**src/design/pwl_ram.sv**
```systemverilog
// generic simple dual-port ram, one write port and one registered read port
`default_nettype none

module pwl_ram #(
    parameter int WIDTH = 32,
    parameter int DEPTH = 32
) (
    input  wire logic                     i_clk,
    input  wire logic                     i_we,
    input  wire logic [$clog2(DEPTH)-1:0] i_waddr,
    input  wire logic [WIDTH-1:0]         i_wdata,
    input  wire logic [$clog2(DEPTH)-1:0] i_raddr,
    output logic      [WIDTH-1:0]         o_rdata
);

    logic [WIDTH-1:0] r_mem [DEPTH];

    always_ff @(posedge i_clk) begin
        if (i_we) begin
            r_mem[i_waddr] <= i_wdata;
        end
        o_rdata <= r_mem[i_raddr];
    end

endmodule

`default_nettype wire

```
**config.mk**
```make
export PLATFORM = sky130hd
export DESIGN_NAME = pwl_ram
export DESIGN_NICKNAME = d
export VERILOG_FILES = /design/src/design/pwl_ram.sv
export SDC_FILE = /design/constraint.sdc
export NUM_CORES = 1
export LEC_CHECK = 0
export ABC_AREA = 1
export BUFFER_PORTS_ARGS = -buffer_cell sky130_fd_sc_hd__buf_2
export CAP_MARGIN = 20
export CORE_AREA = 8 8 287 289
export CTS_CLUSTER_DIAMETER = 150
export CTS_CLUSTER_SIZE = 16
export DETAILED_ROUTE_END_ITERATION = 12
export DIE_AREA = 0 0 295 297
export PLACE_DENSITY = 0.77
export SLEW_MARGIN = 20
export SYNTH_ARGS = -nofsm -noshare
export SYNTH_HDL_FRONTEND = slang
export SYNTH_SLANG_ARGS = --single-unit
```
**constraint.sdc**
```tcl
create_clock -name i_clk -period 2.3 [get_ports i_clk]
set_clock_uncertainty 0.05 [all_clocks]
set_input_delay 0.345 -clock i_clk [delete_from_list [all_inputs] [get_ports i_clk]]
set_output_delay 0.345 -clock i_clk [all_outputs]
set_load 0.005 [all_outputs]
```
==> impl_metrics.toml <==
[outcome]
status = "complete, no violations"

[worst_setup_path]
start_kind = "flop"
worstPathCellList = "buf_2"
crit_required_ns = 1.90
path_max_fanout = 1
crit_buf_inv = 1
worst-setup-path-type = "reg2out"
critical-path-top-delay-family = "flip-flops"
critPathCaptureType = "primary output"
cpPeakStageDelay_ns = 0.48
arrival_ns = 1.28
cpMaxStageDelayCell = "dfxtp_1"
worst-r2r-setup-slack_ns = 1.03

[pwr]
p_leak_nw = 17.01
ir_drop_uv = 465.9
power_mw = 36.36
power_density_mw_per_mm2 = 777.5

[clock_tree]
cts_setup_buffers = 0
numCtsBuffers = 75
clk_pin_slew_ns = 0.07
clockBufferDepth = 3
cts-resized-gates = 0
cts_hold_buffers = 0
cts_tree = "done"
h-tree-depth = 3
cts_num_sinks = 1056
root_buffer = "clkbuf_16"
clk_latency_ns = 0.62

[cells_and_area]
final_cells = 4691
final_common_cell = "nand2_1"
layout_common_cells = "1440 x nand2_1, 1024 x edfxtp_1, 780 x nand3_1"
drive_above_1_share_pct = 8.601
final_cell_area_mm2 = 0.04677
fillers = 5719
fin_nets = 3636
syn2layout_area_growth_pct = 10.28
final_util_pct = 59.98

[yosys]
synthDistinctLibCells = 14
ys_warn_count = 0
ys_seq_elements = 1056
seq_area_frac_synth_pct = 74.02
synth.net_count = 3580
synth.avg_cell_area_um2 = 11.99
netlist_instances = 3536
syn_area_mm2 = 0.04241

[place]
placedCellCount = 4565
hpwl_um = 57500
place.gp.congestion = 0.8069
dp_slack_ns = 0.3301
placed_cell_area_mm2 = 0.04461
io_buffers = 75

[sta]
relSlewSlack_pct = 56.54
period_needed_ns = 1.670
holdWs_ns = 0.1180
fin_ws_ns = 0.6298
rsz0062_at_grt = "no"
fmax_mhz = 598.7
tns_ns = 0
maxSlewViolCount = 0
fin_crit_sh_pct = 72.62
finalSetupViolCount = 0
hold_viol = 0
worstMarginPinSlew_ns = 0.6518

[global_route]
grt_pass1_wl_um = 158000
first_global_vias = 26260
met3_usage_pct = 3.745
top_usage_layer = "met2"
gr-total-overflow = 0
grt_use_met1_pct = 31.35
met2_usage_pct = 38.62
antenna_found_initial = 7
grt_max_degree = 102
grt_use_total_pct = 23.60

[job]
drv_cap = 0

[die]
die_h_um = 297
chipWidth_um = 295
rows = 103
io_pins = 76
initial_core_util_pct = 54.39
die_area_mm2 = 0.08762
core_region_area_mm2 = 0.07797

[routing]
drt_wl_total_um = 106100
vias = 27460
wl_per_cell_um = 22.62
first_pass_iters = 6
drt-initial-drc-count = 3394
drc = 0
ant_nets = 0
viasPerCell = 5.855

[worst_hold_path]
hold_class = "in2reg"
-- cells in the mapped netlist --
library cell | number | area, um2
inv_8 | 1 | 11.26
buf_2 | 83 | 415.4
nor2_1 | 32 | 120.1
nand2_1 | 1440 | 5405
dfxtp_1 | 32 | 640.6
inv_1 | 7 | 26.28
edfxtp_1 | 1024 | 30750
buf_6 | 66 | 743.2
inv_2 | 2 | 7.510
buf_4 | 24 | 180.2
buf_8 | 3 | 45.04
nand3_1 | 780 | 3904
buf_1 | 18 | 67.56
clkbuf_1 | 24 | 90.09
-- report_power, final --
group          leakage, nW  internal [mW]  switching [mW]
logic                 6.49          0.720            1.76
clock network         1.03           6.36            6.06
registers             9.49           21.4           0.100
-- worst paths after layout --
check                      from          end  cells after the start
setup / recovery    o_rdata[19]  o_rdata[19]                      1
hold / removal       i_raddr[4]  o_rdata[11]                      3
setup reg to reg   r_mem[23][8]   o_rdata[8]                      8
hold reg to reg   r_mem[20][21]  o_rdata[21]                      8
-- state kept, by name, summed over array words and instances (netlist names) --
| signal | flops |
|---|---|
| r_mem | 1024 |
| o_rdata | 32 |
-- per-layer routing --
layer / part of all wire, % / wire length (um) / vias to the layer above
met5: 0.011 / 12 / -
met4: 4.0 / 4273 / 2
met3: 9.7 / 10310 / 250
met2: 48 / 51310 / 1515
met1: 38 / 40210 / 13290
li1: - / - / 12410
-- kinds of logic after synthesis --
group	synth area share (%)
buf+inv	3.741
flops	74.02
simple gates	22.24
-- area by class of cell --
cell class	instances	area, um2	share of cell area, %
sequential	1056	31390	67.12
multi-input combinational	2252	9669	20.68
timing repair buffer	197	2171	4.642
clock buffer	123	2142	4.580
tap	1050	1314	2.809
inverter	10	66.31	0.1418
clock inverter	1	8.758	0.01873
antenna	2	5.005	0.01070
(Power assumes the default switching activity.)
